**config.mk**
```make
export PLATFORM = sky130hd
export DESIGN_NAME = voxel_cube_layer_engine_top
export DESIGN_NICKNAME = d
export VERILOG_FILES = /design/src/hdl/vcle_pkg.sv /design/src/hdl/voxel_cube_layer_engine_top.sv
export VERILOG_INCLUDE_DIRS = /design/src /design/src/hdl
export SDC_FILE = /design/constraint.sdc
export NUM_CORES = 1
export LEC_CHECK = 0
export ABC_CLOCK_PERIOD_IN_PS = 17600
export BUFFER_PORTS_ARGS = -buffer_cell sky130_fd_sc_hd__buf_2
export CORE_ASPECT_RATIO = 1.4
export CORE_UTILIZATION = 40
export DETAILED_ROUTE_END_ITERATION = 10
export SETUP_SLACK_MARGIN = 0.15
export SLEW_MARGIN = 30
export SYNTH_ARGS = -nofsm -noshare
export SYNTH_HDL_FRONTEND = slang
export SYNTH_SLANG_ARGS = --single-unit
export TNS_END_PERCENT = 50
```
**constraint.sdc**
```tcl
create_clock -name clock -period 17.6 [get_ports clock]
set_input_delay 0.88 -clock clock [delete_from_list [all_inputs] [get_ports clock]]
set_output_delay 0.88 -clock clock [all_outputs]
set_load 0.005 [all_outputs]
```
**src/hdl/voxel_cube_layer_engine_top_assert.svh**
```systemverilog
// ----------------------------------------------------------------------------
// Assertion macros for voxel_cube_layer_engine_top
// Clocked on clock, disabled while reset is high.
// ----------------------------------------------------------------------------
`ifndef VOXEL_CUBE_LAYER_ENGINE_TOP_ASSERT_SVH
`define VOXEL_CUBE_LAYER_ENGINE_TOP_ASSERT_SVH

// Consequent must hold in the same cycle as the antecedent.
`define VCLE_ASSERT_SAME(lbl, ante, cons, msg) \
   lbl: assert property (@(posedge clock) disable iff (reset) (ante) |-> (cons)) \
      else $error(msg);

// Consequent must hold in the cycle after the antecedent.
`define VCLE_ASSERT_NEXT(lbl, ante, cons, msg) \
   lbl: assert property (@(posedge clock) disable iff (reset) (ante) |=> (cons)) \
      else $error(msg);

`endif

```
**src/hdl/vcle_pkg.sv**
```systemverilog
// ----------------------------------------------------------------------------
// vcle_pkg
// Codes, control word layout and microprogram of the voxel cube layer engine.
// ----------------------------------------------------------------------------
package vcle_pkg;

   // Request type codes
   localparam logic [1:0] REQ_FILL  = 2'd0;
   localparam logic [1:0] REQ_SHIFT = 2'd1;
   localparam logic [1:0] REQ_CLEAR = 2'd2;
   localparam logic [1:0] REQ_READ  = 2'd3;

   // Result status codes
   localparam logic [1:0] STAT_OK       = 2'd0;
   localparam logic [1:0] STAT_BAD_SIDE = 2'd1;
   localparam logic [1:0] STAT_RANGE    = 2'd2;

   // Orientation codes (stored x, y, z from frame x, y, z; M mirrors)
   localparam logic [3:0] ORIENT_X_Y_Z    = 4'd0;
   localparam logic [3:0] ORIENT_X_Y_MZ   = 4'd1;
   localparam logic [3:0] ORIENT_X_Z_Y    = 4'd2;
   localparam logic [3:0] ORIENT_X_MZ_Y   = 4'd3;
   localparam logic [3:0] ORIENT_Z_X_Y    = 4'd4;
   localparam logic [3:0] ORIENT_MZ_X_Y   = 4'd5;
   localparam logic [3:0] ORIENT_MX_MY_Z  = 4'd6;
   localparam logic [3:0] ORIENT_X_MY_MZ  = 4'd7;
   localparam logic [3:0] ORIENT_MX_MY_MZ = 4'd8;

   // Work class of an accepted request
   typedef enum logic [2:0] {
      CLS_NONE,
      CLS_FILL,
      CLS_SHIFT,
      CLS_CLEAR,
      CLS_READ
   } req_class_type;

   // Control word fields
   typedef enum logic [1:0] {
      MEM_IDLE,
      MEM_READ,
      MEM_WRITE
   } mem_op_type;

   typedef enum logic [1:0] {
      ADDR_SCAN,
      ADDR_SCAN_BELOW,
      ADDR_POINT,
      ADDR_CLR
   } addr_sel_type;

   typedef enum logic [1:0] {
      WDATA_FILL,
      WDATA_SHIFT,
      WDATA_ZERO
   } wdata_sel_type;

   typedef enum logic [1:0] {
      CNT_HOLD,
      CNT_RESET,
      CNT_STEP_XY,
      CNT_STEP_CLR
   } cnt_op_type;

   typedef enum logic [2:0] {
      JMP_NEXT,
      JMP_GOTO,
      JMP_DISPATCH,
      JMP_LOOP_XY,
      JMP_LOOP_CLR,
      JMP_WAIT_OUT
   } jump_type;

   typedef logic [3:0] upc_type;

   typedef struct packed {
      logic          accept;
      mem_op_type    mem_op;
      addr_sel_type  addr_sel;
      wdata_sel_type wdata_sel;
      cnt_op_type    cnt_op;
      jump_type      jump;
      upc_type       target;
   } ctrl_word_type;

   // Program step addresses
   localparam upc_type STEP_IDLE      = 4'd0;
   localparam upc_type STEP_FILL      = 4'd1;
   localparam upc_type STEP_FILL_END  = 4'd2;
   localparam upc_type STEP_SHIFT_RD  = 4'd3;
   localparam upc_type STEP_SHIFT_WR  = 4'd4;
   localparam upc_type STEP_SHIFT_END = 4'd5;
   localparam upc_type STEP_CLEAR     = 4'd6;
   localparam upc_type STEP_CLEAR_END = 4'd7;
   localparam upc_type STEP_READ      = 4'd8;
   localparam upc_type STEP_FIN       = 4'd9;
   localparam upc_type STEP_BOOT      = 4'd10;
   localparam upc_type STEP_BOOT_END  = 4'd11;

   localparam ctrl_word_type CW_NOP = '{
      accept:    1'b0,
      mem_op:    MEM_IDLE,
      addr_sel:  ADDR_CLR,
      wdata_sel: WDATA_ZERO,
      cnt_op:    CNT_HOLD,
      jump:      JMP_GOTO,
      target:    STEP_IDLE
   };

   // Microprogram read-only table: one control word per step
   function automatic ctrl_word_type ucode_rom(input upc_type pc);
      ctrl_word_type cw;
      cw = CW_NOP;
      unique case (pc)
         STEP_IDLE: begin
            cw.accept = 1'b1;
            cw.cnt_op = CNT_RESET;
            cw.jump   = JMP_DISPATCH;
         end
         STEP_FILL: begin
            cw.mem_op    = MEM_WRITE;
            cw.addr_sel  = ADDR_SCAN;
            cw.wdata_sel = WDATA_FILL;
            cw.cnt_op    = CNT_STEP_XY;
            cw.jump      = JMP_LOOP_XY;
            cw.target    = STEP_FILL;
         end
         STEP_FILL_END: begin
            cw.target = STEP_FIN;
         end
         STEP_SHIFT_RD: begin
            cw.mem_op   = MEM_READ;
            cw.addr_sel = ADDR_SCAN;
            cw.jump     = JMP_NEXT;
         end
         STEP_SHIFT_WR: begin
            cw.mem_op    = MEM_WRITE;
            cw.addr_sel  = ADDR_SCAN_BELOW;
            cw.wdata_sel = WDATA_SHIFT;
            cw.cnt_op    = CNT_STEP_XY;
            cw.jump      = JMP_LOOP_XY;
            cw.target    = STEP_SHIFT_RD;
         end
         STEP_SHIFT_END: begin
            cw.target = STEP_FIN;
         end
         STEP_CLEAR: begin
            cw.mem_op = MEM_WRITE;
            cw.cnt_op = CNT_STEP_CLR;
            cw.jump   = JMP_LOOP_CLR;
            cw.target = STEP_CLEAR;
         end
         STEP_CLEAR_END: begin
            cw.target = STEP_FIN;
         end
         STEP_READ: begin
            cw.mem_op   = MEM_READ;
            cw.addr_sel = ADDR_POINT;
            cw.jump     = JMP_NEXT;
         end
         STEP_FIN: begin
            cw.jump   = JMP_WAIT_OUT;
            cw.target = STEP_IDLE;
         end
         STEP_BOOT: begin
            cw.mem_op = MEM_WRITE;
            cw.cnt_op = CNT_STEP_CLR;
            cw.jump   = JMP_LOOP_CLR;
            cw.target = STEP_BOOT;
         end
         STEP_BOOT_END: begin
            cw.target = STEP_IDLE;
         end
         default: begin
            cw = CW_NOP;
         end
      endcase
      return cw;
   endfunction

   // Entry step of each request class
   function automatic upc_type dispatch(input req_class_type cls);
      upc_type pc;
      unique case (cls)
         CLS_FILL:  pc = STEP_FILL;
         CLS_SHIFT: pc = STEP_SHIFT_RD;
         CLS_CLEAR: pc = STEP_CLEAR;
         CLS_READ:  pc = STEP_READ;
         default:   pc = STEP_FIN;
      endcase
      return pc;
   endfunction

endpackage

```
**src/hdl/voxel_cube_layer_engine_top.sv**
```systemverilog
// ----------------------------------------------------------------------------
// voxel_cube_layer_engine_top: one-bit voxel store with layer operations
// Fill and shift scan the layer (shift reads, then writes, each voxel), clear
// scans the store, read takes one voxel, a rejected request goes to the finish
// step. The next request is taken only after the result is loaded, so the scan
// loop over the single store port sets throughput. After reset a clearing pass
// zeroes the store; requests are held off, config writes are taken.
// ----------------------------------------------------------------------------
`include "voxel_cube_layer_engine_top_assert.svh"

module voxel_cube_layer_engine_top #(
   parameter int MAX_EDGE = 8
) (
   input  logic       clock,
   input  logic       reset,
   // request channel
   input  logic       req_valid,
   output logic       req_stall,
   input  logic [1:0] req_type,
   input  logic [2:0] req_layer,
   input  logic [3:0] req_side,
   input  logic       req_bit_value,
   input  logic [2:0] req_read_x,
   input  logic [2:0] req_read_y,
   // result channel
   output logic       rsp_valid,
   input  logic       rsp_stall,
   output logic       rsp_voxel_bit,
   output logic [1:0] rsp_status,
   // configuration write channel
   input  logic       csr_valid,
   output logic       csr_ready,
   input  logic [3:0] csr_cube_size
);
   import vcle_pkg::*;

   localparam int DEPTH = MAX_EDGE * MAX_EDGE * MAX_EDGE;
   localparam int AW    = $clog2(DEPTH);
   localparam int CW    = $clog2(MAX_EDGE);
   localparam int EW    = $clog2(MAX_EDGE + 1);

   // Map frame coordinates onto a store index
   function automatic logic [AW-1:0] locate(
      input logic [CW-1:0] x,
      input logic [CW-1:0] y,
      input logic [CW-1:0] z,
      input logic [3:0]    side,
      input logic [CW-1:0] top
   );
      logic [CW-1:0] sx;
      logic [CW-1:0] sy;
      logic [CW-1:0] sz;
      sx = x;
      sy = y;
      sz = z;
      unique case (side)
         ORIENT_X_Y_Z: begin
         end
         ORIENT_X_Y_MZ: begin
            sz = top - z;
         end
         ORIENT_X_Z_Y: begin
            sy = z;
            sz = y;
         end
         ORIENT_X_MZ_Y: begin
            sy = top - z;
            sz = y;
         end
         ORIENT_Z_X_Y: begin
            sx = z;
            sy = x;
            sz = y;
         end
         ORIENT_MZ_X_Y: begin
            sx = top - z;
            sy = x;
            sz = y;
         end
         ORIENT_MX_MY_Z: begin
            sx = top - x;
            sy = top - y;
         end
         ORIENT_X_MY_MZ: begin
            sy = top - y;
            sz = top - z;
         end
         default: begin
            sx = top - x;
            sy = top - y;
            sz = top - z;
         end
      endcase
      return AW'(sx) * AW'(MAX_EDGE * MAX_EDGE) + AW'(sy) * AW'(MAX_EDGE) + AW'(sz);
   endfunction

   // Sequencer and datapath state
   upc_type        upc_ff, upc_in;
   ctrl_word_type  cw;
   logic [3:0]     csr_cube_size_ff;
   req_class_type  class_ff, class_in;
   logic [1:0]     status_ff, status_in;
   logic [CW-1:0]  z_ff, rx_ff, ry_ff;
   logic [3:0]     side_ff;
   logic           bit_ff;
   logic [CW-1:0]  cx_ff, cx_in, cy_ff, cy_in;
   logic [AW-1:0]  clr_ff, clr_in;
   logic           rd_ff;
   logic           rsp_valid_ff;
   logic           rsp_voxel_bit_ff;
   logic [1:0]     rsp_status_ff;

   logic           store_mem [DEPTH];

   logic [EW-1:0]  cube_edge;
   logic [CW-1:0]  edge_top;
   logic           req_take;
   logic           xy_last;
   logic           clr_last;
   logic           slot_free;
   logic           mem_we;
   logic           mem_re;
   logic [AW-1:0]  mem_addr;
   logic           mem_wdata;

   // Fetch the control word of the current step
   assign cw = ucode_rom(upc_ff);

   // Effective edge and its last coordinate
   assign cube_edge = (32'(csr_cube_size_ff) > MAX_EDGE) ? EW'(MAX_EDGE)
                                                          : EW'(csr_cube_size_ff);
   assign edge_top  = CW'(cube_edge - EW'(1));

   // Handshakes
   assign req_stall = ~cw.accept;
   assign req_take  = req_valid & cw.accept;
   assign csr_ready = 1'b1;
   assign slot_free = ~rsp_valid_ff | ~rsp_stall;

   assign rsp_valid     = rsp_valid_ff;
   assign rsp_voxel_bit = rsp_voxel_bit_ff;
   assign rsp_status    = rsp_status_ff;

   // Classify an incoming request
   always_comb begin
      class_in  = CLS_NONE;
      status_in = STAT_OK;
      priority if (req_type == REQ_CLEAR) begin
         class_in = CLS_CLEAR;
      end else if (req_side > ORIENT_MX_MY_MZ) begin
         status_in = STAT_BAD_SIDE;
      end else if (32'(req_layer) >= 32'(cube_edge)) begin
         status_in = STAT_RANGE;
      end else if (req_type == REQ_FILL) begin
         class_in = CLS_FILL;
      end else if (req_type == REQ_SHIFT) begin
         if (req_layer == 3'd0) begin
            status_in = STAT_RANGE;
         end else begin
            class_in = CLS_SHIFT;
         end
      end else if ((32'(req_read_x) >= 32'(cube_edge)) ||
                   (32'(req_read_y) >= 32'(cube_edge))) begin
         status_in = STAT_RANGE;
      end else begin
         class_in = CLS_READ;
      end
   end

   // Loop end flags
   assign xy_last  = (cx_ff == edge_top) && (cy_ff == edge_top);
   assign clr_last = (clr_ff == AW'(DEPTH - 1));

   // Next step of the sequencer
   always_comb begin
      unique case (cw.jump)
         JMP_NEXT:     upc_in = upc_ff + 4'd1;
         JMP_GOTO:     upc_in = cw.target;
         JMP_DISPATCH: upc_in = req_take ? dispatch(class_in) : upc_ff;
         JMP_LOOP_XY:  upc_in = xy_last ? upc_ff + 4'd1 : cw.target;
         JMP_LOOP_CLR: upc_in = clr_last ? upc_ff + 4'd1 : cw.target;
         JMP_WAIT_OUT: upc_in = slot_free ? cw.target : upc_ff;
         default:      upc_in = STEP_IDLE;
      endcase
   end

   // Scan and clear counters
   always_comb begin
      cx_in  = cx_ff;
      cy_in  = cy_ff;
      clr_in = clr_ff;
      unique case (cw.cnt_op)
         CNT_RESET: begin
            cx_in  = '0;
            cy_in  = '0;
            clr_in = '0;
         end
         CNT_STEP_XY: begin
            if (cy_ff == edge_top) begin
               cy_in = '0;
               cx_in = cx_ff + CW'(1);
            end else begin
               cy_in = cy_ff + CW'(1);
            end
         end
         CNT_STEP_CLR: begin
            clr_in = clr_ff + AW'(1);
         end
         default: begin
         end
      endcase
   end

   // Store address and write data
   always_comb begin
      unique case (cw.addr_sel)
         ADDR_SCAN:       mem_addr = locate(cx_ff, cy_ff, z_ff, side_ff, edge_top);
         ADDR_SCAN_BELOW: mem_addr = locate(cx_ff, cy_ff, z_ff - CW'(1), side_ff,
                                            edge_top);
         ADDR_POINT:      mem_addr = locate(rx_ff, ry_ff, z_ff, side_ff, edge_top);
         default:         mem_addr = clr_ff;
      endcase
   end

   always_comb begin
      unique case (cw.wdata_sel)
         WDATA_FILL:  mem_wdata = bit_ff;
         WDATA_SHIFT: mem_wdata = rd_ff ^ bit_ff;
         default:     mem_wdata = 1'b0;
      endcase
   end

   assign mem_we = (cw.mem_op == MEM_WRITE);
   assign mem_re = (cw.mem_op == MEM_READ);

   // Control registers
   always_ff @(posedge clock) begin
      if (reset) begin
         upc_ff           <= STEP_BOOT;
         cx_ff            <= '0;
         cy_ff            <= '0;
         clr_ff           <= '0;
         csr_cube_size_ff <= 4'd8;
         rsp_valid_ff     <= 1'b0;
         class_ff         <= CLS_NONE;
      end else begin
         upc_ff <= upc_in;
         cx_ff  <= cx_in;
         cy_ff  <= cy_in;
         clr_ff <= clr_in;
         if (csr_valid && csr_ready) begin
            csr_cube_size_ff <= csr_cube_size;
         end
         if (req_take) begin
            class_ff <= class_in;
         end
         // load the result beat at the finish step, drop it once taken
         if ((cw.jump == JMP_WAIT_OUT) && slot_free) begin
            rsp_valid_ff <= 1'b1;
         end else if (!rsp_stall) begin
            rsp_valid_ff <= 1'b0;
         end
      end
   end

   // Request and result payload
   always_ff @(posedge clock) begin
      if (req_take) begin
         status_ff <= status_in;
         z_ff      <= CW'(req_layer);
         rx_ff     <= CW'(req_read_x);
         ry_ff     <= CW'(req_read_y);
         side_ff   <= req_side;
         bit_ff    <= req_bit_value;
      end
      if ((cw.jump == JMP_WAIT_OUT) && slot_free) begin
         rsp_voxel_bit_ff <= (class_ff == CLS_READ) ? rd_ff : 1'b0;
         rsp_status_ff    <= status_ff;
      end
   end

   // Voxel store, one port, registered read
   always_ff @(posedge clock) begin
      if (mem_we) begin
         store_mem[mem_addr] <= mem_wdata;
      end
      if (mem_re) begin
         rd_ff <= store_mem[mem_addr];
      end
   end

   // Checks
   `VCLE_ASSERT_SAME(a_write_needs_ok, mem_we && (cw.wdata_sel != WDATA_ZERO), status_ff == STAT_OK, "store written by a rejected request")
   `VCLE_ASSERT_SAME(a_scan_in_cube, cw.cnt_op == CNT_STEP_XY, (cx_ff <= edge_top) && (cy_ff <= edge_top), "scan counter left the cube")
   `VCLE_ASSERT_NEXT(a_rsp_from_fin, !rsp_valid_ff, !rsp_valid_ff || ($past(upc_ff) == STEP_FIN), "result beat raised outside the finish step")
   `VCLE_ASSERT_NEXT(a_accept_leaves_idle, req_valid && !req_stall, upc_ff != STEP_IDLE, "accepted request did not start work")

endmodule

```
# Yosys cells after proc, flatten, opt, wreduce, memory -nomap -nowiden

Memory sizes are Yosys's and may differ from the RTL's. A register that Yosys moved wholly into a read port is not among the register bits.
Cells that the tools add are included.

Bits in writable memories: 512
Word-level logic and storage cells: 172
Memories kept: 1
Register bits: 46

Bitwise operators: 6
Order comparisons: 5
Equal/unequal tests: 44
Add/subtract/negate cells: 18
Reductions and logical operators: 26
Mux-type cells: 56

Memories:

| memory    | words | width | rd ports | clocked after Yosys merged registers in | wr ports | line                               | source |
|---|---|---|---|---|---|---|---|
| store_mem | 512   | 1     | 1        | 1                                       | 1        | voxel_cube_layer_engine_top.sv:113 | `logic store_mem [DEPTH];` |

Operators by type and width:

| cell                 | number |
|---|---|
| $mux W3              | 17 |
| $pmux W3 S4          | 3 |
| $eq A4 B3 Y1 const B | 8 |
| $pmux W3 S2          | 5 |
| $add A9 B3 Y9        | 3 |
| $add A9 B6 Y9        | 3 |
| $pmux W3 S3          | 3 |
| $pmux W9 S3          | 1 |
| $pmux W4 S6          | 1 |
| $mux W4              | 5 |
| $pmux W4 S5          | 1 |
| $pmux W9 S2          | 1 |
| $sub A3 B3 Y3        | 6 |
| $eq A4 B2 Y1 const B | 4 |
| $pmux W4 S4          | 1 |
| $reduce_or A2 Y1     | 8 |
| $pmux W3 S5          | 1 |
| $eq A3 B2 Y1 const B | 4 |
| $eq A3 B3 Y1 const B | 4 |
| $eq A4 B4 Y1 const B | 3 |
| $ge A3 B4 Y1         | 3 |
| $mux W2              | 6 |
| $pmux W2 S3          | 2 |
| $eq A2 B1 Y1 const B | 5 |
| other kinds (29)     | 57 |

# Depth between registers and ports, before layout

Gate-level depths: netlist (run 1).

Depth in word-level cells: 14
Mapped depth: 19

# Worst setup path after synthesis (run 1)

No wires, ideal clock.

Path type: flip-flop to flip-flop
Start point: register upc_ff[0]
End point: memory store_mem[0], data pin
Setup slack: 2.279 ns
Setup time: 2.579 ns
Buffers on the path: 1
Stages on the path, launching flop included: 8
Clock period less this slack: 15.321 ns
Arrival time: 12.742 ns
Required time: 15.021 ns
Cell sequence: dfxtp_1 -> inv_1 -> ha_1 -> buf_2 -> nand2_1 -> nor2_1 -> a21oi_1 -> nor2_1

Longest elaborated chain between the ends: 4
Elaborated cells on any way between the ends: 6
Classes of those cells: eq/ne: 3; mux: 2; reduce/logical: 1

Ends and longest elaborated chain:

| element                                                 | line                               | source |
|---|---|---|
| start, declared                                         | voxel_cube_layer_engine_top.sv:98  | `upc_type upc_ff, upc_in;` |
| start signal, assigned                                  | voxel_cube_layer_engine_top.sv:247 | `upc_ff <= upc_in;` |
| $eq A4 B3 Y1 / $eq A4 B1 Y1 (equally long branches)     | vcle_pkg.sv:114                    | `unique case (pc)` |
| $pmux W2 S2 (*)                                         | vcle_pkg.sv:114                    |  |
| $eq A2 B1 Y1 / $logic_not A2 Y1 (equally long branches) | voxel_cube_layer_engine_top.sv:226 | `unique case (cw.wdata_sel)` |
| $pmux W1 S2 (*)                                         | voxel_cube_layer_engine_top.sv:226 |  |
| net mem_wdata                                           | voxel_cube_layer_engine_top.sv:124 | `logic mem_wdata;` |
| end, declared                                           | voxel_cube_layer_engine_top.sv:113 |  |

Mark *: on every way through the listed nets, which the timed path passes. The rest lies on a longest branch.

# Worst setup path after layout (run 1)

Start point: register csr_cube_size_ff[3]
End point: register rd_ff (read register of store_mem), data pin

Longest elaborated chain between the ends: 9
Elaborated cells on any way between the ends: 34
Classes of those cells: add/sub: 13; order compare: 1; mux: 20

Ends and longest elaborated chain:

| element                                           | line                               | source |
|---|---|---|
| start, declared                                   | voxel_cube_layer_engine_top.sv:100 | `logic [3:0] csr_cube_size_ff;` |
| start signal, assigned                            | voxel_cube_layer_engine_top.sv:252 | `csr_cube_size_ff <= csr_cube_size;` |
| $gt A4 B4 Y1 (*)                                  | voxel_cube_layer_engine_top.sv:130 | `assign cube_edge = (32'(csr_cube_size_ff) > MAX_EDGE) ? EW'(MAX_EDGE)` |
| $mux W4 (*)                                       | voxel_cube_layer_engine_top.sv:130 |  |
| $sub A3 B1 Y3 (*)                                 | voxel_cube_layer_engine_top.sv:132 | `assign edge_top = CW'(cube_edge - EW'(1));` |
| $sub A3 B3 Y3 (on tied branches)                  | n/a                                |  |
| $pmux W3 S4 / $pmux W3 S3 (equally long branches) | voxel_cube_layer_engine_top.sv:56  | `unique case (side)` |
| $mux W3                                           | voxel_cube_layer_engine_top.sv:216 | `unique case (cw.addr_sel)` |
| $add A9 B6 Y9                                     | voxel_cube_layer_engine_top.sv:94  | `return AW'(sx) * AW'(MAX_EDGE * MAX_EDGE) + AW'(sy) * AW'(MAX_EDGE) + AW'(sz);` |
| $add A9 B3 Y9                                     | voxel_cube_layer_engine_top.sv:94  |  |
| $pmux W9 S3 (*)                                   | voxel_cube_layer_engine_top.sv:216 |  |
| end, declared                                     | voxel_cube_layer_engine_top.sv:108 | `logic rd_ff;` |

Mark *: on every way between the ends. The rest lies on a longest branch, timed or not. The select of a mux whose other input is x is not followed.
A chain may end at the register's enable or synchronous reset.

==> flow_metrics.tcl, run 1 <==
set metrics [dict create \
    syn_avg_cell_area_um2 10.8 \
    tightest_slew_ps 954 \
    core_mm2 0.0647 \
    dp.cells 3136 \
    multi_input_comb_area_mm2 0.00896 \
    grt_pass1_vias 18600 \
    first_pass_iters 5 \
    synth_area_leader_cell "edfxtp_1" \
    synth-edff-count 532 \
    instances_no_fill 3231 \
    hpwl_mm 39.1 \
    fp-row-count 110 \
    seq_area_mm2 0.0165 \
    async_flop_share_pct 0 \
    place.port_buffers 29 \
    diodes 0 \
    finalSetupViolCount 0 \
    crit_fanout 80 \
    cts.path.max_buffers 3 \
    ys_warn_count 0 \
    grt_pass1_wl_mm 110 \
    cts.htree.levels 2 \
    die_area_mm2 0.0667 \
    cts_tree "done" \
    wl_per_cell_um 22.5 \
    worst_ep_required_time_ps 17940 \
    reg2reg_slack_ps 10850 \
    period_needed_ps 6750 \
    grt_max_degree 136 \
    drt-initial-drc-count 1984 \
    rsz0062_at_grt "false" \
    reg2reg_to "rd_ff$_DFFE_PN_" \
    ant_nets 0 \
    finalWirelength_mm 72.8 \
    clock_latency_ps 620 \
    ios 31 \
    total_leakage_power_nw 9.06 \
    whs_endpoint "rsp_status[0]$_DFFE_PP_" \
    antenna_found_initial 0 \
    ys.flop_type "edfxtp_1" \
    end_kind "register" \
    root_buffer "clkbuf_16" \
    gp_congestion 0.888 \
    outcome "completed" \
    period_share_pct 38.4 \
    post_cts_buffers 0 \
    crit_type "register to register" \
    areaGrowthSynthToFinish_pct 8.88 \
    clkTransAtPathRegs_ps 60 \
    max_freq_mhz 148 \
    hold_slack_ps 435 \
    synth_top_area_share_pct 60.8 \
    reg2reg_depth 16 \
    maxCapViolCount 0 \
    ctsResizeCount 0 \
    cts_hold_buffers 0 \
    cp.arrival_ps 7100 \
    whs_path_depth 0 \
    synthCells 2436 \
    hold_start "status_ff[0]$_SDFFCE_PP0P_" \
    relSlewSlack_pct 35.9 \
    fp.dieW_um 219 \
    power.total_mw 4.85 \
    netlist_area_mm2 0.0263 \
    grt_overflow 0 \
    placed_area_mm2 0.0270 \
    yosysSeqAreaShare_pct 62.8 \
    hold_viol 0 \
    fp.dieH_um 305 \
    numCtsBuffers 52 \
    ys_ff_latch 559 \
    p_per_area_mw_per_mm2 170 \
    start_util_pct 40.6 \
    slew_viol_final 0 \
    tns_ps 0 \
    vias 19000 \
    final_nets 2411 \
    synth_nets 2497 \
    drcViolationCount 0 \
    r2r_start "csr_cube_size_ff[3]$_SDFFE_PP1P_" \
    filler_cell_count 6047 \
    final_cell_area_mm2 0.0286 \
    min_path_type "register to register" \
    vdd_drop_max_mv 0.155 \
    via_per_inst 5.88 \
    grt_use_total_pct 21.7 \
    cts.sinks 559 \
    synth.distinct_cells 82 \
    drive_gt1_share_pct 8.11 \
    fin_skew_ps 24.6 \
    cp-start-kind "register" \
    netlist_top_cells_area "edfxtp_1 (61%), nor2_1 (8.3%), a21oi_1 (5.2%)" \
]
## critical path, stage by stage (launching register included)
cell       delay (ps)
dfxtp_1           350
nor2b_1           600
inv_1             120
ha_1              400
inv_1             160
fa_1              530
mux2i_1           110
o22ai_1           400
o21a_4            640
buf_4             770
buf_4             810
mux2i_1           270
a221oi_1          110
o41ai_1           470
nand4_1           250
a2bb2oi_1         230
nand4_1           120
## cells in the final DEF (no fill, tap or decap), types with 8 or more instances in the layout
cell / netlist / layout
o41ai_1: 15 / 15
inv_1: 24 / 24
buf_2: 59 / 29
a21o_1: 8 / 8
xnor2_1: 11 / 11
nor2_1: 584 / 580
edfxtp_1: 532 / 532
buf_4: 7 / 26
ha_1: 30 / 30
mux2i_1: 26 / 26
dfxtp_1: 27 / 27
a21oi_1: 274 / 274
nand2_4: 0 / 8
nand2_2: 0 / 8
clkbuf_16: 0 / 53
o22ai_1: 11 / 10
clkinv_2: 0 / 12
a32o_1: 9 / 9
mux4_2: 9 / 9
o21ai_0: 27 / 27
nor3_1: 18 / 16
a22oi_1: 12 / 12
nand3_1: 23 / 23
clkbuf_1: 118 / 12
and3_1: 9 / 9
clkinv_1: 0 / 10
nand2_1: 343 / 327
a221oi_1: 90 / 90
nand2b_1: 10 / 10
## logic make-up (layout without fill, tap and decap cells)
kind of cell,count (synthesis),count (layout),share of synthesized area [%]
mux,39,39,1.95
flops,559,559,62.8
fa+ha+maj,36,36,1.89
other cells,1,1,0.0143
xor+xnor,22,22,0.971
compound gates,519,519,12.8
simple gates,1036,1036,15.8
buf+inv,224,179,3.67
## registers in the layout, indices dropped and copies added (netlist names), 3 cells and up
signal	cells
upc_ff	4
store_mem	512
class_ff	3
side_ff	4
z_ff	3
cy_ff	3
rx_ff	3
csr_cube_size_ff	4
cx_ff	3
clr_ff	9
ry_ff	3
## where the power goes
part	switching (mW)	internal [mW]
registers	0.0261	1.48
clock network	0.506	0.578
logic	1.62	0.643
## final cells by class
| class | instances | share of cell area [%] |
|---|---|---|
| clock buffers | 67 | 4.89 |
| clock inverters | 28 | 0.665 |
| inverters | 24 | 0.315 |
| multi-input cells | 1653 | 31.3 |
| flip-flops and latches | 559 | 57.7 |
| well taps | 840 | 3.67 |
| repair buffers | 60 | 1.42 |
## worst max path at each step
stage               slack (ps)                     end                             start
floorplan                 2280  store_mem[0]$_DFFE_PP_            upc_ff[0]$_SDFFE_PP0P_
global placement         11000         rd_ff$_DFFE_PN_  csr_cube_size_ff[3]$_SDFFE_PP1P_
detailed placement       10890         rd_ff$_DFFE_PN_  csr_cube_size_ff[3]$_SDFFE_PP1P_
CTS                      10900         rd_ff$_DFFE_PN_  csr_cube_size_ff[3]$_SDFFE_PP1P_
global route             10520         rd_ff$_DFFE_PN_  csr_cube_size_ff[3]$_SDFFE_PP1P_
finish                   10850         rd_ff$_DFFE_PN_  csr_cube_size_ff[3]$_SDFFE_PP1P_
## metal layers
layer | vias up | track usage, % | wire length (um) | share of wire, %
li1 | 8562 | - | - | -
met1 | 9526 | 26.0 | 27800 | 38
met3 | 174 | 2.58 | 4770 | 6.6
met2 | 725 | 39.4 | 37600 | 52
met5 | - | 0 | 0 | 0
met4 | 0 | 7.90 | 2670 | 3.7
## stage by stage
| stage | utilization [%] | setup slack (ps) |
|---|---|---|
| after floorplan | - | 2280 |
| after global placement | 41.7 | 11000 |
| after detailed placement | 41.8 | 10890 |
| after CTS | 44.2 | 10900 |
| after global routing | 44.2 | 10520 |
| final | 44.2 | 10850 |
## synth_stat cells, types with 5 or more instances
master	number
nand3_1	23
a211o_1	5
and3_1	9
ha_1	30
a21o_1	8
a22oi_1	12
o41ai_1	15
dfxtp_1	27
buf_4	7
buf_1	13
a31oi_1	6
mux4_2	9
nor2b_1	6
nand2_1	343
o22ai_1	11
nor2_1	584
clkbuf_1	118
mux2i_1	26
nor3_1	18
buf_2	59
o21a_1	5
a211oi_1	6
nand4_1	7
a32o_1	9
a22o_1	7
a221oi_1	90
xnor2_1	11
nand2b_1	10
nand3b_1	5
inv_1	24
edfxtp_1	532
a221o_1	6
fa_1	6
a21oi_1	274
o21ai_0	27
xor2_1	6
o221ai_1	5
(Power assumes the default switching activity.)
==> inputs of run 2 (changes only) <==
--- a/config.mk
+++ b/config.mk
@@ -6,7 +6,7 @@
 export SDC_FILE = /design/constraint.sdc
 export NUM_CORES = 1
 export LEC_CHECK = 0
-export ABC_CLOCK_PERIOD_IN_PS = 17600
+export ABC_CLOCK_PERIOD_IN_PS = 6980
 export BUFFER_PORTS_ARGS = -buffer_cell sky130_fd_sc_hd__buf_2
 export CORE_ASPECT_RATIO = 1.4
 export CORE_UTILIZATION = 40
==> constraint.sdc (replaced) <==
create_clock -name clock -period 6.98 [get_ports clock]
set_input_delay 0.349 -clock clock [delete_from_list [all_inputs] [get_ports clock]]
set_output_delay 0.349 -clock clock [all_outputs]
set_load 0.005 [all_outputs]
==> flow_metrics.tcl, run 2 (synthesis results as in run 1) <==
set metrics [dict create \
    finalSetupViolCount 0 \
    diodes 0 \
    seq_area_mm2 0.0165 \
    dp.cells 3147 \
    p_sw_mw 5.50 \
    gp_congestion 0.837 \
    most-common-layout-cells "nor2_1 (581), edfxtp_1 (532), nand2_1 (327), a21oi_1 (274), a221oi_1 (90)" \
    grt_pass1_wl_mm 110 \
    p_comb_share_pct 45.9 \
    numCtsBuffers 54 \
    total_leakage_power_nw 9.32 \
    start_util_pct 40.6 \
    vdd_drop_max_mv 0.327 \
    period_share_pct 77.8 \
    cts.path.max_buffers 3 \
    cts_tree "done" \
    root_buffer "clkbuf_16" \
    vias 19100 \
    p_per_area_mw_per_mm2 438 \
    core_mm2 0.0647 \
    utilization_pct 45.3 \
    via_per_inst 5.85 \
    finalWirelength_mm 73.5 \
    fp-row-count 110 \
    crit_fanout 21 \
    crit_type "register to register" \
    cp.arrival_ps 5790 \
    wl_per_cell_um 22.5 \
    reg_top3 "store_mem (512), clr_ff (9)" \
    regMostFlops "store_mem" \
    die_area_mm2 0.0667 \
    rsz0062_at_grt "false" \
    setup_ws_ps 1550 \
    place_ws_ps 1530 \
    cts.htree.levels 2 \
    clkTransAtPathRegs_ps 70 \
    cp-start-kind "register" \
    fp.dieH_um 305 \
    grt_max_degree 294 \
    slew_viol_final 0 \
    drt-initial-drc-count 1828 \
    grt_overflow 0 \
    end_kind "register" \
    place.port_buffers 29 \
    drcViolationCount 0 \
    clock_latency_ps 620 \
    largest_reg_flops 512 \
    grt_use_total_pct 21.8 \
    intPower_mw 7.33 \
    p_sw_share_pct 42.9 \
    areaGrowthSynthToFinish_pct 11.4 \
    tightest_slew_ps 992 \
    maxCapViolCount 0 \
    tns_ps 0 \
    hold_slack_ps 46.1 \
    min_path_type "input pin to register" \
    post_cts_buffers 0 \
    fp.dieW_um 219 \
    clkPwrFrac_pct 24.5 \
    cts_hold_buffers 18 \
    period_needed_ps 5430 \
    ctsResizeCount 0 \
    ant_nets 0 \
    relSlewSlack_pct 33.6 \
    first_pass_iters 6 \
    cts.sinks 559 \
    multi_input_comb_area_mm2 0.00894 \
    hold_viol 0 \
    max_freq_mhz 184 \
    outcome "completed" \
    pwr-share-seq_pct 29.5 \
    antenna_found_initial 0 \
    mostFrequentLayoutCell "nor2_1" \
    drive_gt1_share_pct 8.94 \
    fin_skew_ps 14.0 \
    final_nets 2445 \
    grt_pass1_vias 18600 \
    ios 31 \
    instances_no_fill 3268 \
    hpwl_mm 42.5 \
    worst_ep_required_time_ps 7340 \
    filler_cell_count 5944 \
]
## run 2: cell count changes in the layout (fill, tap and decap cells not counted), sizes merged
cell and delta:
dlygate4sd3 +18, clkbuf -7, clkinv -1, buf +14, bufinv +10, clkinvlp +3
## run 2: per-layer routing
layer / up-vias / GRT usage (%) / wire length, um
li1: 8636 / - / -
met1: 9638 / 25.9 / 28300
met2: 671 / 39.5 / 38600
met3: 159 / 2.87 / 4030
met4: 0 / 7.92 / 2630
met5: - / 0 / 0
## run 2: power groups by stage
stage | registers (mW) | clock network (mW) | logic, mW
detailed placement | 3.86 | 0 | 5.82
global route | 3.79 | 3.31 | 6.35
finish | 3.79 | 3.15 | 5.90
CTS | 3.79 | 3.20 | 5.85
floorplan | 3.82 | 0 | 3.91
global placement | 3.86 | 0 | 5.72
## run 2: worst max-delay path: stages (launching register included)
cell and delay [ps]:
dfxtp_1 350, nor2b_1 140, buf_4 200, inv_1 50, ha_1 380, inv_1 180, fa_1 400, xnor2_1 260
xor2_1 360, mux2i_1 290, a211oi_1 160, o21ai_4 820, a221oi_1 100, or4_1 540, a22oi_1 220, nand3_1 110
a22oi_1 440, nand4_1 150
## run 2: final cells by class
class                      instances  area share, %
sequential                       559           56.4
clock buffer                      60           4.76
tap                              840           3.59
clock inverter                    40           1.66
multi-input combinational       1653           30.5
inverter                          24          0.308
timing repair buffer              92           2.75
## run 2: through the flow
| stage | total power, mW | cell area, um^2 |
|---|---|---|
| floorplan | 7.73 | 26300 |
| global placement | 9.58 | 27100 |
| detailed placement | 9.68 | 27100 |
| CTS | 12.8 | 29200 |
| global route | 13.5 | 29300 |
| finish | 12.8 | 29300 |
## run 2: final timing paths
path,from,to,slack (ps),cells after the start
max,csr_cube_size_ff[3]$_SDFFE_PP1P_,rd_ff$_DFFE_PN_,1550,17
max reg2reg,csr_cube_size_ff[3]$_SDFFE_PP1P_,rd_ff$_DFFE_PN_,1550,17
min reg2reg,status_ff[1]$_SDFFCE_PP0P_,rsp_status[1]$_DFFE_PP_,430,0
min,rsp_stall,rsp_valid$_SDFFE_PP0P_,50,3
==> inputs of run 3 (changes only) <==
--- a/config.mk
+++ b/config.mk
@@ -6,7 +6,8 @@
 export SDC_FILE = /design/constraint.sdc
 export NUM_CORES = 1
 export LEC_CHECK = 0
-export ABC_CLOCK_PERIOD_IN_PS = 6980
+export ABC_AREA = 1
+export ABC_CLOCK_PERIOD_IN_PS = 5570
 export BUFFER_PORTS_ARGS = -buffer_cell sky130_fd_sc_hd__buf_2
 export CORE_ASPECT_RATIO = 1.4
 export CORE_UTILIZATION = 40
==> constraint.sdc (replaced) <==
create_clock -name clock -period 5.57 [get_ports clock]
set_input_delay 0.2785 -clock clock [delete_from_list [all_inputs] [get_ports clock]]
set_output_delay 0.2785 -clock clock [all_outputs]
set_load 0.005 [all_outputs]
==> flow_metrics.tcl, run 3 <==
set metrics [dict create \
    cp_cell_sequence "inv_2, o21ai_0, ha_1, fa_1, xnor2_1, or2_1, nand3_1, nand3_1, nand4_1, nand2_1, inv_2, nand2_2, nor2_1" \
    total_leakage_power_nw 11.5 \
    slew_viol_final 0 \
    slowest_stage "nand2_2" \
    filler_cell_count 6767 \
    numCtsBuffers 54 \
    gp_congestion 0.875 \
    drive_gt1_share_pct 7.31 \
    drcViolationCount 0 \
    core_mm2 0.0681 \
    finalWirelength_mm 76.9 \
    grt_max_degree 173 \
    maxCapViolCount 0 \
    grt_pass1_wl_mm 118 \
    max_freq_mhz 216 \
    synth_nets 3286 \
    clkTransAtPathRegs_ps 60 \
    cts_tree "done" \
    crit_type "register to register" \
    p_per_area_mw_per_mm2 547 \
    largest_reg_flops 512 \
    netlist_area_mm2 0.0277 \
    final_nets 3258 \
    finalSetupViolCount 0 \
    multi_input_comb_area_mm2 0.0101 \
    wl_per_cell_um 18.5 \
    ys_ff_latch 559 \
    max_stage_delay_ps 760 \
    die_area_mm2 0.0704 \
    first_pass_iters 5 \
    cts.sinks 559 \
    grt_pass1_vias 20500 \
    utilization_pct 45.2 \
    cp-start-kind "register" \
    crit_fanout 36 \
    cts.htree.levels 2 \
    most-common-layout-cells "nand2_1 (1,360), nor2_1 (636), edfxtp_1 (532), nand3_1 (139), inv_1 (79)" \
    ant_nets 0 \
    tightest_slew_ps 936 \
    vdd_drop_max_mv 0.330 \
    grt_use_total_pct 21.9 \
    async_flop_share_pct 0 \
    ys_warn_count 0 \
    hold_slack_ps 62.9 \
    ys.flop_type "edfxtp_1" \
    end_kind "register" \
    antenna_found_initial 0 \
    synth_area_leader_cell "edfxtp_1" \
    netlist_top_cells_area "edfxtp_1 (58%), nand2_1 (19%), nor2_1 (8.6%)" \
    relSlewSlack_pct 37.5 \
    cts.path.max_buffers 3 \
    synth-edff-count 532 \
    synth.distinct_cells 50 \
    start_util_pct 40.7 \
    fin_skew_ps 27.1 \
    synth_top_area_share_pct 57.6 \
    root_buffer "clkbuf_16" \
    ios 31 \
    rsz0062_at_grt "false" \
    areaGrowthSynthToFinish_pct 11.2 \
    setup_ws_ps 950 \
    hpwl_mm 45.9 \
    min_path_type "input pin to register" \
    fp.dieH_um 314 \
    place_ws_ps 918 \
    placed_area_mm2 0.0288 \
    grt_overflow 0 \
    period_needed_ps 4620 \
    fp-row-count 113 \
    regMostFlops "store_mem" \
    vias 21400 \
    power.total_mw 16.9 \
    outcome "completed" \
    clock_latency_ps 630 \
    ys_top_cells_by_count "nand2_1 (1,376), nor2_1 (637), edfxtp_1 (532), nand3_1 (139), buf_2 (118)" \
    cp.arrival_ps 4930 \
    drt-initial-drc-count 1584 \
    dp.cells 4036 \
    hold_viol 0 \
    tns_ps 0 \
    synthCells 3225 \
    yosysSeqAreaShare_pct 59.6 \
    instances_no_fill 4162 \
    worst_ep_required_time_ps 5880 \
    period_share_pct 82.9 \
    via_per_inst 5.15 \
    final_cell_area_mm2 0.0308 \
    fp.dieW_um 225 \
    mostFrequentLayoutCell "nand2_1" \
    syn_avg_cell_area_um2 8.60 \
    synth_most_common_cell "nand2_1" \
    diodes 0 \
    reg_top3 "store_mem (512), clr_ff (9)" \
    place.port_buffers 29 \
    seq_area_mm2 0.0165 \
]
-- run 3: cell count changes in the layout (fill, tap and decap cells not counted), sizes merged, moves of 11 or more --
cell	previous run	this run
nand2	343	1381
a21oi	275	34
nand3	25	142
a221oi	90	2
inv	26	100
nor2	584	651
mux2i	26	0
o21ai	30	53
o41ai	15	0
buf	74	85
-- run 3: path summary, 6_finish.rpt --
path,depth (start not counted),slack (ps),endpoint,startpoint
setup / recovery,13,950,store_mem[372]$_DFFE_PP_,csr_cube_size_ff[3]$_SDFFE_PP1P_
hold reg to reg,0,430,rsp_status[1]$_DFFE_PP_,status_ff[1]$_SDFFCE_PP0P_
hold / removal,4,60,upc_ff[0]$_SDFFE_PP0P_,req_valid
setup reg to reg,13,950,store_mem[372]$_DFFE_PP_,csr_cube_size_ff[3]$_SDFFE_PP1P_
-- run 3: layer usage --
layer / track usage (%) / up-vias / wire length [um]
met2: 40.7 / 563 / 40700
met5: 0 / - / 0
met4: 8.77 / 0 / 2810
met1: 25.2 / 10400 / 29800
met3: 2.78 / 153 / 3550
li1: - / 10300 / -
-- run 3: timing repair --
item                      CTS  global route
hold endpoints to repair   19             0
buffers inserted            0             0
gates resized for setup     0             0
hold buffers               25             0
-- run 3: area by class of cell --
cell class,count,share of cell area (%)
flip-flops and latches,559,53.6
inverters,98,1.21
well taps,920,3.73
clock inverters,35,1.10
multi-input cells,2374,32.6
repair buffers,110,3.18
clock buffers,66,4.60
-- run 3: worst max-delay path: cells and delay by family (launching register included) --
kind | cells | cell delay (ps)
AO/OA/AOI/OAI | 1 | 420
AND/OR/NAND/NOR | 7 | 1800
adder cells (fa/ha/maj) | 2 | 790
flip-flops | 1 | 350
XOR/XNOR | 1 | 150
buffers and inverters | 2 | 760
-- run 3: cell families (layout without fill, tap and decap cells) --
kind of cell | count (synthesis) | in the layout | share of synthesized area, %
simple gates | 2203 | 2203 | 31.1
flops | 559 | 559 | 59.6
buf+inv | 292 | 309 | 4.57
compound gates | 124 | 124 | 2.67
fa+ha+maj | 36 | 36 | 1.79
xor+xnor | 10 | 10 | 0.316
other cells | 1 | 1 | 0.0135
-- run 3: report_power, final --
| group | leakage [nW] | switching [mW] | total [mW] | internal (mW) |
|---|---|---|---|---|
| sequential | 4.41 | 0.0602 | 4.71 | 4.65 |
| combinational | 6.28 | 6.05 | 8.42 | 2.37 |
| clock | 0.847 | 1.64 | 3.73 | 2.09 |
| total | 11.5 | 7.74 | 16.9 | 9.12 |
